### src/design/cct_pkg.sv
package cct_pkg;

    // Width of the year counter; the year wraps at 2**YEAR_BITS.
    localparam int YEAR_BITS = 12;

    // Request function codes.
    localparam logic FUNC_TICK = 1'b0;
    localparam logic FUNC_LOAD = 1'b1;

    localparam logic [5:0] SEC_LAST   = 6'd59;
    localparam logic [5:0] MIN_LAST   = 6'd59;
    localparam logic [4:0] HOUR_LAST  = 5'd23;
    localparam logic [3:0] MONTH_LAST = 4'd12;

    // Multiplicative inverse of 25 modulo 2**16, cut to the year width. A year is a
    // multiple of 25 exactly when year * Inv25 (mod 2**YEAR_BITS) is at most Div25Max.
    localparam logic [YEAR_BITS-1:0] Inv25    = YEAR_BITS'(16'd23593);
    localparam logic [YEAR_BITS-1:0] Div25Max = YEAR_BITS'(((1 << YEAR_BITS) - 1) / 25);

    typedef struct packed {
        logic                 func;
        logic [5:0]           new_second;
        logic [5:0]           new_minute;
        logic [4:0]           new_hour;
        logic [4:0]           new_day;
        logic [3:0]           new_month;
        logic [YEAR_BITS-1:0] new_year;
    } t_in;

    typedef struct packed {
        logic [5:0]           cur_second;
        logic [5:0]           cur_minute;
        logic [4:0]           cur_hour;
        logic [4:0]           cur_day;
        logic [3:0]           cur_month;
        logic [YEAR_BITS-1:0] cur_year;
    } t_out;

    // Gregorian leap year: divisible by 4, and either not by 25 (so not by 100)
    // or by 16 (which together with 25 means by 400).
    function automatic logic is_leap(input logic [YEAR_BITS-1:0] year);
        logic [YEAR_BITS-1:0] prod;
        logic                 div25;
        prod  = YEAR_BITS'(year * Inv25);
        div25 = (prod <= Div25Max);
        return (year[1:0] == 2'd0) && (!div25 || (year[3:0] == 4'd0));
    endfunction

    // Days in a month; a month code outside 1 to 12 counts as 31 days.
    function automatic logic [4:0] month_days(input logic [3:0] month, input logic leap);
        logic [4:0] days;
        case (month)
            4'd2:    days = leap ? 5'd29 : 5'd28;
            4'd4:    days = 5'd30;
            4'd6:    days = 5'd30;
            4'd9:    days = 5'd30;
            4'd11:   days = 5'd30;
            default: days = 5'd31;
        endcase
        return days;
    endfunction

endpackage

### src/design/cct_advance.sv
module cct_advance
    import cct_pkg::*;
(
    input  t_out i_time,
    output t_out o_time
);

    logic       carry_sec;
    logic       carry_min;
    logic       carry_hour;
    logic       carry_day;
    logic       carry_month;
    logic [4:0] days;

    // Each carry ripples only when every lower field is at its last value or beyond.
    always_comb begin
        days        = month_days(i_time.cur_month, is_leap(i_time.cur_year));
        carry_sec   = (i_time.cur_second >= SEC_LAST);
        carry_min   = carry_sec && (i_time.cur_minute >= MIN_LAST);
        carry_hour  = carry_min && (i_time.cur_hour >= HOUR_LAST);
        carry_day   = carry_hour && (i_time.cur_day >= days);
        carry_month = carry_day && (i_time.cur_month >= MONTH_LAST);

        o_time = i_time;

        o_time.cur_second = carry_sec ? 6'd0 : i_time.cur_second + 6'd1;

        if (carry_sec) begin
            o_time.cur_minute = carry_min ? 6'd0 : i_time.cur_minute + 6'd1;
        end

        if (carry_min) begin
            o_time.cur_hour = carry_hour ? 5'd0 : i_time.cur_hour + 5'd1;
        end

        if (carry_hour) begin
            o_time.cur_day = carry_day ? 5'd1 : i_time.cur_day + 5'd1;
        end

        if (carry_day) begin
            o_time.cur_month = carry_month ? 4'd1 : i_time.cur_month + 4'd1;
        end

        if (carry_month) begin
            o_time.cur_year = i_time.cur_year + YEAR_BITS'(1);
        end
    end

endmodule

### src/design/calendar_clock_tick_top.sv
// Calendar clock: seconds, minutes, hours, day, month and year counters.
//
// Input channel (i_in_valid / o_in_ready / i_in_data): each request is either
// a one-second tick (func = FUNC_TICK) or a load of the full time from the
// new_* fields (func = FUNC_LOAD). Loaded values are stored without a range
// check; a value above its range rolls over with a carry on a later tick.
// Output channel (o_out_valid / i_out_ready / o_out_data): every request
// returns exactly one result, the time as it stands after that request.
//
// A request's result is registered and shows in the cycle after the request
// is accepted. Throughput is one request per cycle while results are taken
// at once. The time counters form a single register, and the next time is
// worked out by one pass of carry logic (cct_advance) from that register.
// While a result waits, the held time is the result itself, so the input
// side stays ready as long as the result is taken in the same cycle; when
// the receiver stalls, o_in_ready drops until the result is taken.
// Reset sets the time to 00:00:00 on day 1 of month 1, year 0, and leaves
// no result pending.
module calendar_clock_tick_top
    import cct_pkg::*;
(
    input  logic i_clk,
    input  logic i_rst_n,
    input  logic i_in_valid,
    output logic o_in_ready,
    input  t_in  i_in_data,
    output logic o_out_valid,
    input  logic i_out_ready,
    output t_out o_out_data
);

    t_out r_time;
    t_out n_time;
    t_out tick_time;
    logic r_valid;
    logic n_valid;
    logic in_fire;

    cct_advance u_advance (
        .i_time (r_time),
        .o_time (tick_time)
    );

    // A new request may enter when no result is held or the held one leaves now.
    assign o_in_ready = !r_valid || i_out_ready;
    assign in_fire    = i_in_valid && o_in_ready;

    always_comb begin
        n_time  = r_time;
        n_valid = r_valid && !i_out_ready;
        if (in_fire) begin
            n_valid = 1'b1;
            if (i_in_data.func == FUNC_LOAD) begin
                n_time.cur_second = i_in_data.new_second;
                n_time.cur_minute = i_in_data.new_minute;
                n_time.cur_hour   = i_in_data.new_hour;
                n_time.cur_day    = i_in_data.new_day;
                n_time.cur_month  = i_in_data.new_month;
                n_time.cur_year   = i_in_data.new_year;
            end else begin
                n_time = tick_time;
            end
        end
    end

    always_ff @(posedge i_clk) begin
        if (!i_rst_n) begin
            r_valid           <= 1'b0;
            r_time.cur_second <= 6'd0;
            r_time.cur_minute <= 6'd0;
            r_time.cur_hour   <= 5'd0;
            r_time.cur_day    <= 5'd1;
            r_time.cur_month  <= 4'd1;
            r_time.cur_year   <= '0;
        end else begin
            r_valid <= n_valid;
            r_time  <= n_time;
        end
    end

    assign o_out_valid = r_valid;
    assign o_out_data  = r_time;

    // Every accepted request leaves a result pending in the next cycle.
    assert property (@(posedge i_clk) disable iff (!i_rst_n)
        in_fire |=> o_out_valid)
    else $error("accepted request produced no result");

    // A load stores the request fields unchanged.
    assert property (@(posedge i_clk) disable iff (!i_rst_n)
        in_fire && (i_in_data.func == FUNC_LOAD) |=>
            (o_out_data.cur_second == $past(i_in_data.new_second)) &&
            (o_out_data.cur_minute == $past(i_in_data.new_minute)) &&
            (o_out_data.cur_hour == $past(i_in_data.new_hour)) &&
            (o_out_data.cur_day == $past(i_in_data.new_day)) &&
            (o_out_data.cur_month == $past(i_in_data.new_month)) &&
            (o_out_data.cur_year == $past(i_in_data.new_year)))
    else $error("load did not store the requested time");

    // A tick with no seconds carry bumps the seconds and leaves the rest alone.
    assert property (@(posedge i_clk) disable iff (!i_rst_n)
        in_fire && (i_in_data.func == FUNC_TICK) && (r_time.cur_second < SEC_LAST) |=>
            (r_time.cur_second == $past(r_time.cur_second) + 6'd1) &&
            $stable(r_time.cur_minute) && $stable(r_time.cur_hour) &&
            $stable(r_time.cur_day) && $stable(r_time.cur_month) &&
            $stable(r_time.cur_year))
    else $error("tick without carry changed more than the seconds");

    // The time changes only when a request is accepted.
    assert property (@(posedge i_clk) disable iff (!i_rst_n)
        !in_fire |=> $stable(r_time))
    else $error("time changed without a request");

endmodule

### config.mk
export PLATFORM = sky130hd
export DESIGN_NAME = calendar_clock_tick_top
export DESIGN_NICKNAME = d
export VERILOG_FILES = /design/src/design/cct_pkg.sv /design/src/design/cct_advance.sv /design/src/design/calendar_clock_tick_top.sv
export SDC_FILE = /design/constraint.sdc
export NUM_CORES = 1
export LEC_CHECK = 0
export ABC_AREA = 1
export ABC_CLOCK_PERIOD_IN_PS = 4450
export BUFFER_PORTS_ARGS = -buffer_cell sky130_fd_sc_hd__buf_2
export CORE_MARGIN = 2
export CORE_UTILIZATION = 45
export DETAILED_ROUTE_END_ITERATION = 10
export HOLD_SLACK_MARGIN = 0.02
export PLACE_DENSITY = 0.78
export SYNTH_ARGS = -nofsm -noshare
export SYNTH_HDL_FRONTEND = slang
export SYNTH_SLANG_ARGS = --single-unit
### constraint.sdc
create_clock -name i_clk -period 4.45 [get_ports i_clk]
set_input_delay 0.89 -clock i_clk [delete_from_list [all_inputs] [get_ports i_clk]]
set_output_delay 0.89 -clock i_clk [all_outputs]
set_load 0.1 [all_outputs]
# ---- Word-level counts from Yosys, hierarchy flattened
# Index checks and enable logic that the tools add are counted.
dict set report word_totals {
  inputBits 43
  reg_bits 39
  elab_cells 64
}
dict set report op_classes {
  multipliers 1
  magnitude_cmp 6
  add_sub_neg 6
  eq_ne 5
  reduce_logical 25
  mux 14
}
# cell count
set ops {}
lappend ops {{$mux W38} 1}
lappend ops {{$mux W5} 4}
lappend ops {{$mux W6} 3}
lappend ops {{$add A12 B1 Y12 const B} 1}
lappend ops {{$add A6 B1 Y6 const B} 2}
lappend ops {{$ge A6 B6 Y1 const B} 2}
lappend ops {{$le A12 B8 Y1 const B} 1}
lappend ops {{$mul A12 B11 Y12 const B} 1}
lappend ops {{$mux W12} 1}
lappend ops {{$add A5 B1 Y5 const B} 2}
lappend ops {{$pmux W5 S2} 1}
lappend ops {{$reduce_and A2 Y1} 5}
lappend ops {{$reduce_bool A2 Y1} 5}
lappend ops {{$eq A4 B3 Y1 const B} 2}
lappend ops {{$eq A4 B4 Y1 const B} 2}
lappend ops {{$mux W4} 2}
lappend ops {{$logic_and A1 B1 Y1} 7}
lappend ops {{$ge A5 B5 Y1} 1}
lappend ops {{$ge A5 B5 Y1 const B} 1}
lappend ops {{$add A4 B1 Y4 const B} 1}
lappend ops {{$eq A4 B2 Y1 const B} 1}
lappend ops {{$ge A4 B4 Y1 const B} 1}
lappend ops {{$logic_not A4 Y1} 1}
lappend ops {{$reduce_or A4 Y1} 1}
lappend ops {{4 further kinds} 8}

# ---- Longest topological paths before layout
dict set report logic_depth {
  depth_word 13
  ltp_mapped 26
  mapped_depth_nobuf 26
}

# ---- By module
# Synthesis repeated with hierarchy kept, for this count alone.
dict set report hier_totals {
  hier_cells 710
  area_unflattened_um2 4314.1
}
# mod cells_each area_each_um2 seq_area_each_um2 n_inst
set modules_own_cells {}
lappend modules_own_cells {calendar_clock_tick_top 365 2267.2 780.7 1}
lappend modules_own_cells {cct_advance 345 2047.0 0.0 1}

# ---- Least setup slack after synthesis
# Ideal clock, no wire load.
dict set report synth_path {
  path_kind {register -> register}
  startpoint {reg r_time (netlist bit o_out_data[7])}
  endpoint {reg r_time (netlist bit o_out_data[6])}
  required_ns 4.318
  period_less_slack_ns 4.649
  setup_time_ns 0.132
  path_buffers 1
  path_slack_ns -0.199
  path_stages_with_launch 26
  arrival_ns 4.517
  cell_sequence {dfxtp_1 -> ha_1 -> ha_1 -> fa_1 -> ha_1 -> ha_1 -> nand2_1 -> nor2_1 -> nand2_1 -> inv_1 -> nor2_1 -> nand3_1 -> nand3_1 -> o21bai_1 -> a21oi_1 -> ha_1 -> inv_1 -> nand2_1 -> a21oi_1 -> nor2_1 -> nand3_4 -> nand2_4 -> nand3_4 -> buf_6 -> nand2_1 -> a21oi_1}
}
dict set report synth_between {
  elab_chain_cells 12
}
# element line
set synth_lines {}
lappend synth_lines {{start, declared} calendar_clock_tick_top.sv:32} ;# t_out r_time;
lappend synth_lines {{start signal, assigned} calendar_clock_tick_top.sv:77} ;# r_time <= n_time;
lappend synth_lines {{$mul A12 B11 Y12} cct_pkg.sv:44} ;# prod = YEAR_BITS'(year * Inv25);
lappend synth_lines {{$le A12 B8 Y1} cct_pkg.sv:45} ;# div25 = (prod <= Div25Max);
lappend synth_lines {{$logic_not A1 Y1} cct_pkg.sv:46} ;# return (year[1:0] == 2'd0) && (!div25 || (year[3:0] == 4'd0));
lappend synth_lines {{$logic_or A1 B1 Y1} cct_pkg.sv:46}
lappend synth_lines {{$logic_and A1 B1 Y1} cct_pkg.sv:46}
lappend synth_lines {{$mux W1} cct_pkg.sv:53} ;# 4'd2: days = leap ? 5'd29 : 5'd28;
lappend synth_lines {{$pmux W5 S2} cct_pkg.sv:52} ;# case (month)
lappend synth_lines {{$ge A5 B5 Y1} cct_advance.sv:21} ;# carry_day = carry_hour && (i_time.cur_day >= days);
lappend synth_lines {{$logic_and A1 B1 Y1} cct_advance.sv:21}
lappend synth_lines {{$logic_and A1 B1 Y1} cct_advance.sv:22} ;# carry_month = carry_day && (i_time.cur_month >= MONTH_LAST);
lappend synth_lines {{$reduce_bool A2 Y1 (no line)} n/a}
lappend synth_lines {{$reduce_and A2 Y1 (no line)} n/a}
# Every way passes these cells.
# A chain may end at the register's enable or synchronous reset.

# ---- Worst setup path in the final report
dict set report layout_path {
  startpoint {reg r_time (netlist bit o_out_data[5])}
  endpoint {reg r_time (netlist bit o_out_data[7])}
}
dict set report layout_between {
  elab_chain_cells 12
  elab_cells_between_ends 15
  cone_classes {add/sub (1); mul (1); order compare (2); mux (4); reduce/logical (7)}
}
# element line
set layout_lines {}
lappend layout_lines {{$mul A12 B11 Y12} cct_pkg.sv:44}
lappend layout_lines {{$le A12 B8 Y1} cct_pkg.sv:45}
lappend layout_lines {{$logic_not A1 Y1} cct_pkg.sv:46}
lappend layout_lines {{$logic_or A1 B1 Y1} cct_pkg.sv:46}
lappend layout_lines {{$logic_and A1 B1 Y1} cct_pkg.sv:46}
lappend layout_lines {{$mux W1} cct_pkg.sv:53}
lappend layout_lines {{$pmux W5 S2} cct_pkg.sv:52}
lappend layout_lines {{$ge A5 B5 Y1} cct_advance.sv:21}
lappend layout_lines {{$logic_and A1 B1 Y1} cct_advance.sv:21}
lappend layout_lines {{$logic_and A1 B1 Y1} cct_advance.sv:22}
lappend layout_lines {{$reduce_bool A2 Y1 (no line)} n/a}
lappend layout_lines {{$reduce_and A2 Y1 (no line)} n/a}
# Parallel ways exist; a longest one is shown, timed or not. The select of a mux whose other input is x is not followed.

==> results by group <==
Floorplanning
  – Die H: 91.6 um
  – Num ports: 83
  – DIE AREA: 8390 um2
  – Initial Util: 47.1%
  – # rows: 31
  – Chip width: 91.6 um
  – Core Area: 7330 um2

Clock tree
  – TritonCTS Buffers: 5
  – Worst skew pair latency: 0.30 ns
  – Root Driver: clkbuf_8
  – Clock transition at path regs: 0.08 ns
  – CTS tree: built
  – CTS Buffer Depth: 2
  – Post-CTS Hold Buffers: 0
  – H-tree levels: 2
  – Num Clock Sinks: 39

STA
  – Period minus WS final: 4.20 ns
  – Worst Tran Pin Value: 0.689 ns
  – # setup viols final: 0
  – Setup TNS Final: 0 ns
  – Relative slew slack: 54.0%
  – Final period utilization: 94.5%
  – Max Fclk: 0.238 GHz
  – Fin. Hold Viols: 0
  – Clk_skew: 0.00689 ns
  – Slew Viols, Final: 0
  – Fin worst setup slack: 0.246 ns

Worst setup path
  – Worst setup EP type: flop
  – Startpoint types: flop
  – CP max FO: 8
  – Worst stage delay on the critical path: 0.44 ns
  – Crit path arrival time: 4.41 ns
  – Cell family with most CP delay: adder cells
  – Buffers & Inverters on Critical Path: 3
  – Reg2Reg Depth: 24
  – Slowest-stage cell, CP: fa_1
  – Req. time, crit path: 4.65 ns
  – Reg2Reg Setup Slack: 0.25 ns
  – Levels on crit path: 24
  – CP Cell Sequence: ha_1, ha_4, fa_1, ha_4, ha_4, nand2_1, nor2_1, nand2_1, inv_1, nor2_1, nand3_1, nand3_1, o21bai_1, a21oi_1, ha_1, inv_1, nand2_1, a21oi_1, nor2_2, nand3_4, a21oi_4, buf_12, nand3_1, a21oi_1
  – R2R Path Start: o_out_data[5]
  – Reg2reg end: o_out_data[7]
  – CP Class: reg2reg

Yosys
  – Commonest cells in the netlist: 127 x nand2_1, 66 x inv_1, 47 x a21oi_1, 44 x nor2_1, 41 x o21ai_0
  – Mapped Cells: 517
  – Simple-Gate Fraction of Synth Area: 30.2%
  – Post-synthesis compound-gate area fraction: 17.2%
  – Dominant synthesized flop cell: dfxtp_1
  – Proportion of synthesized area in mux cells: 0%
  – Synth area leader: dfxtp_1
  – Synth warn: 0
  – Count leader, synth: nand2_1
  – Post-synthesis sequential area ratio: 22.6%
  – Post-synthesis adder-cell area fraction: 16.2%
  – Largest family of logic cells by synthesized area: simple AND/OR/NAND/NOR gates
  – Synth cell types: 39
  – Number of synthesized register bits: 39
  – Mapped Area: 3450 um2
  – Synth top area cells: dfxtp_1 23%, nand2_1 14%, ha_1 13%
  – Async set-reset flop share out of synthesis: 0%
  – Post-synth EDFFs: 0
  – Synthesized Nets: 601
  – Post-synth top area share: 22.6%
  – Post-Synth XOR/XNOR Area: 4.06%
  – Syn Area/Cell: 6.67 um2

Global routing
  – Vias in the first global route: 3527
  – Initial antenna violation count: 1
  – Global route overflow: 0
  – Global-route wire length before repair: 16.2 mm
  – Pin count of the biggest net entering global routing: 43
  – Tot GR Track Use: 23.2%

Detailed routing
  – Remaining DRCs: 0
  – Vias/cell: 5.48
  – Via count: 3850
  – Iteration-0 DRC Markers: 254
  – Total Wirelength: 9.92 mm
  – 1st-pass router iterations: 5
  – Final ANT Viol Nets: 0
  – Wire per inst: 14.1 um

Status
  – Run status: finished, final reports clean

Placed design
  – HPWL Detailed: 7.23 mm
  – Place WS: 0.102 ns
  – Port buffer count: 82
  – DP Area: 3960 um2
  – Routability Congestion: 0.882

Finish
  – Fin nets: 687
  – Area added between synthesis and finish: 22.7%
  – Diodes inserted: 0
  – Post-Layout Inst Area: 4230 um2
  – Share of layout cells above drive strength 1: 23.2%

Min path
  – Hold endpoint: o_out_valid
  – Kind of path behind the tightest hold check: reg2reg
  – HP Start: o_out_valid
  – Worst Hold Path Cells: 2

Power and ir drop
  – Peak VDD IR: 182 uV
  – P_leak: 0.00219 uW
  – Total power: 1040 uW
  – Pwr Density: 245 nW/um2

Job
  – # Max-Cap Violations: 0
## worst max-delay path by stage
stage                  start             to  slack (ns)
6_report       o_out_data[5]  o_out_data[7]        0.25
5_1_grt        o_out_data[4]  o_out_data[7]       -0.05
4_1_cts        o_out_data[7]  o_out_data[2]        0.07
3_5_place_dp   o_out_data[7]  o_out_data[2]        0.10
3_3_place_gp   o_out_data[7]  o_out_data[2]        0.25
2_1_floorplan  o_out_data[7]  o_out_data[6]        0.20
## where the power goes
group,switching (uW),total [uW],internal (uW)
Sequential,29.6,399,370
Clock,135,245,110
Combinational,292,393,101
## state kept, by name, summed over array words and instances (netlist names)
name / cells
o_out_data: 38
o_out_valid: 1
## cells by family after synthesis
family	Yosys count
flip-flops	39
XOR/XNOR	16
AO/OA/AOI/OAI	106
buffers and inverters	84
AND/OR/NAND/NOR	231
adder cells (fa/ha/maj)	41
## per-stage QoR
stage | std cells | utilization [%] | hold slack (ns)
6_report | 703 | 57.8 | 0.536
4_1_cts | 696 | 55.1 | 0.537
3_3_place_gp | 688 | 54.0 | 0.489
5_1_grt | 703 | 57.8 | 0.562
3_5_place_dp | 688 | 54.0 | 0.524
2_1_floorplan | 517 | - | 0.723
## repair_timing
item                                    4_1_cts  5_1_grt
setup buffers                                 0        6
gates resized for setup                       0       20
endpoints found under the setup margin        0       20
## cells in the final DEF, fill, tap and decap left out, types with 5 or more instances in the layout
| cell | synthesis | layout |
|---|---|---|
| nand2_1 | 127 | 127 |
| buf_2 | 6 | 82 |
| nand4_1 | 10 | 10 |
| dfxtp_2 | 0 | 6 |
| nor2_1 | 44 | 43 |
| inv_1 | 66 | 66 |
| xor2_1 | 14 | 14 |
| a21oi_1 | 47 | 42 |
| fa_1 | 6 | 5 |
| clkbuf_8 | 0 | 5 |
| nand3_1 | 30 | 26 |
| a21oi_2 | 1 | 6 |
| buf_4 | 0 | 10 |
| ha_1 | 35 | 31 |
| o21ai_0 | 41 | 41 |
| dfxtp_1 | 39 | 31 |
## worst register-to-register path: cells and delay by family (launching register included)
family	cells	cell delay, ns
AO/OA/AOI/OAI	5	0.74
adder cells (fa/ha/maj)	6	1.85
buffers and inverters	3	0.25
flip-flops	1	0.36
AND/OR/NAND/NOR	10	0.91
## routing by layer
metal | wire length [um] | track usage, %
met5 | 0 | 0
met4 | 191 | 6.06
met3 | 691 | 4.81
met2 | 4940 | 39.6
met1 | 4100 | 29.7
## area by class of cell
cell class / count / area, um2
clock inverter: 1 / 5.00
sequential: 39 / 796
inverter: 68 / 255
fill: 689 / 3100
clock buffer: 7 / 76.3
timing repair buffer: 94 / 526
tap: 99 / 124
multi-input combinational: 395 / 2450
(Power assumes the default switching activity.)
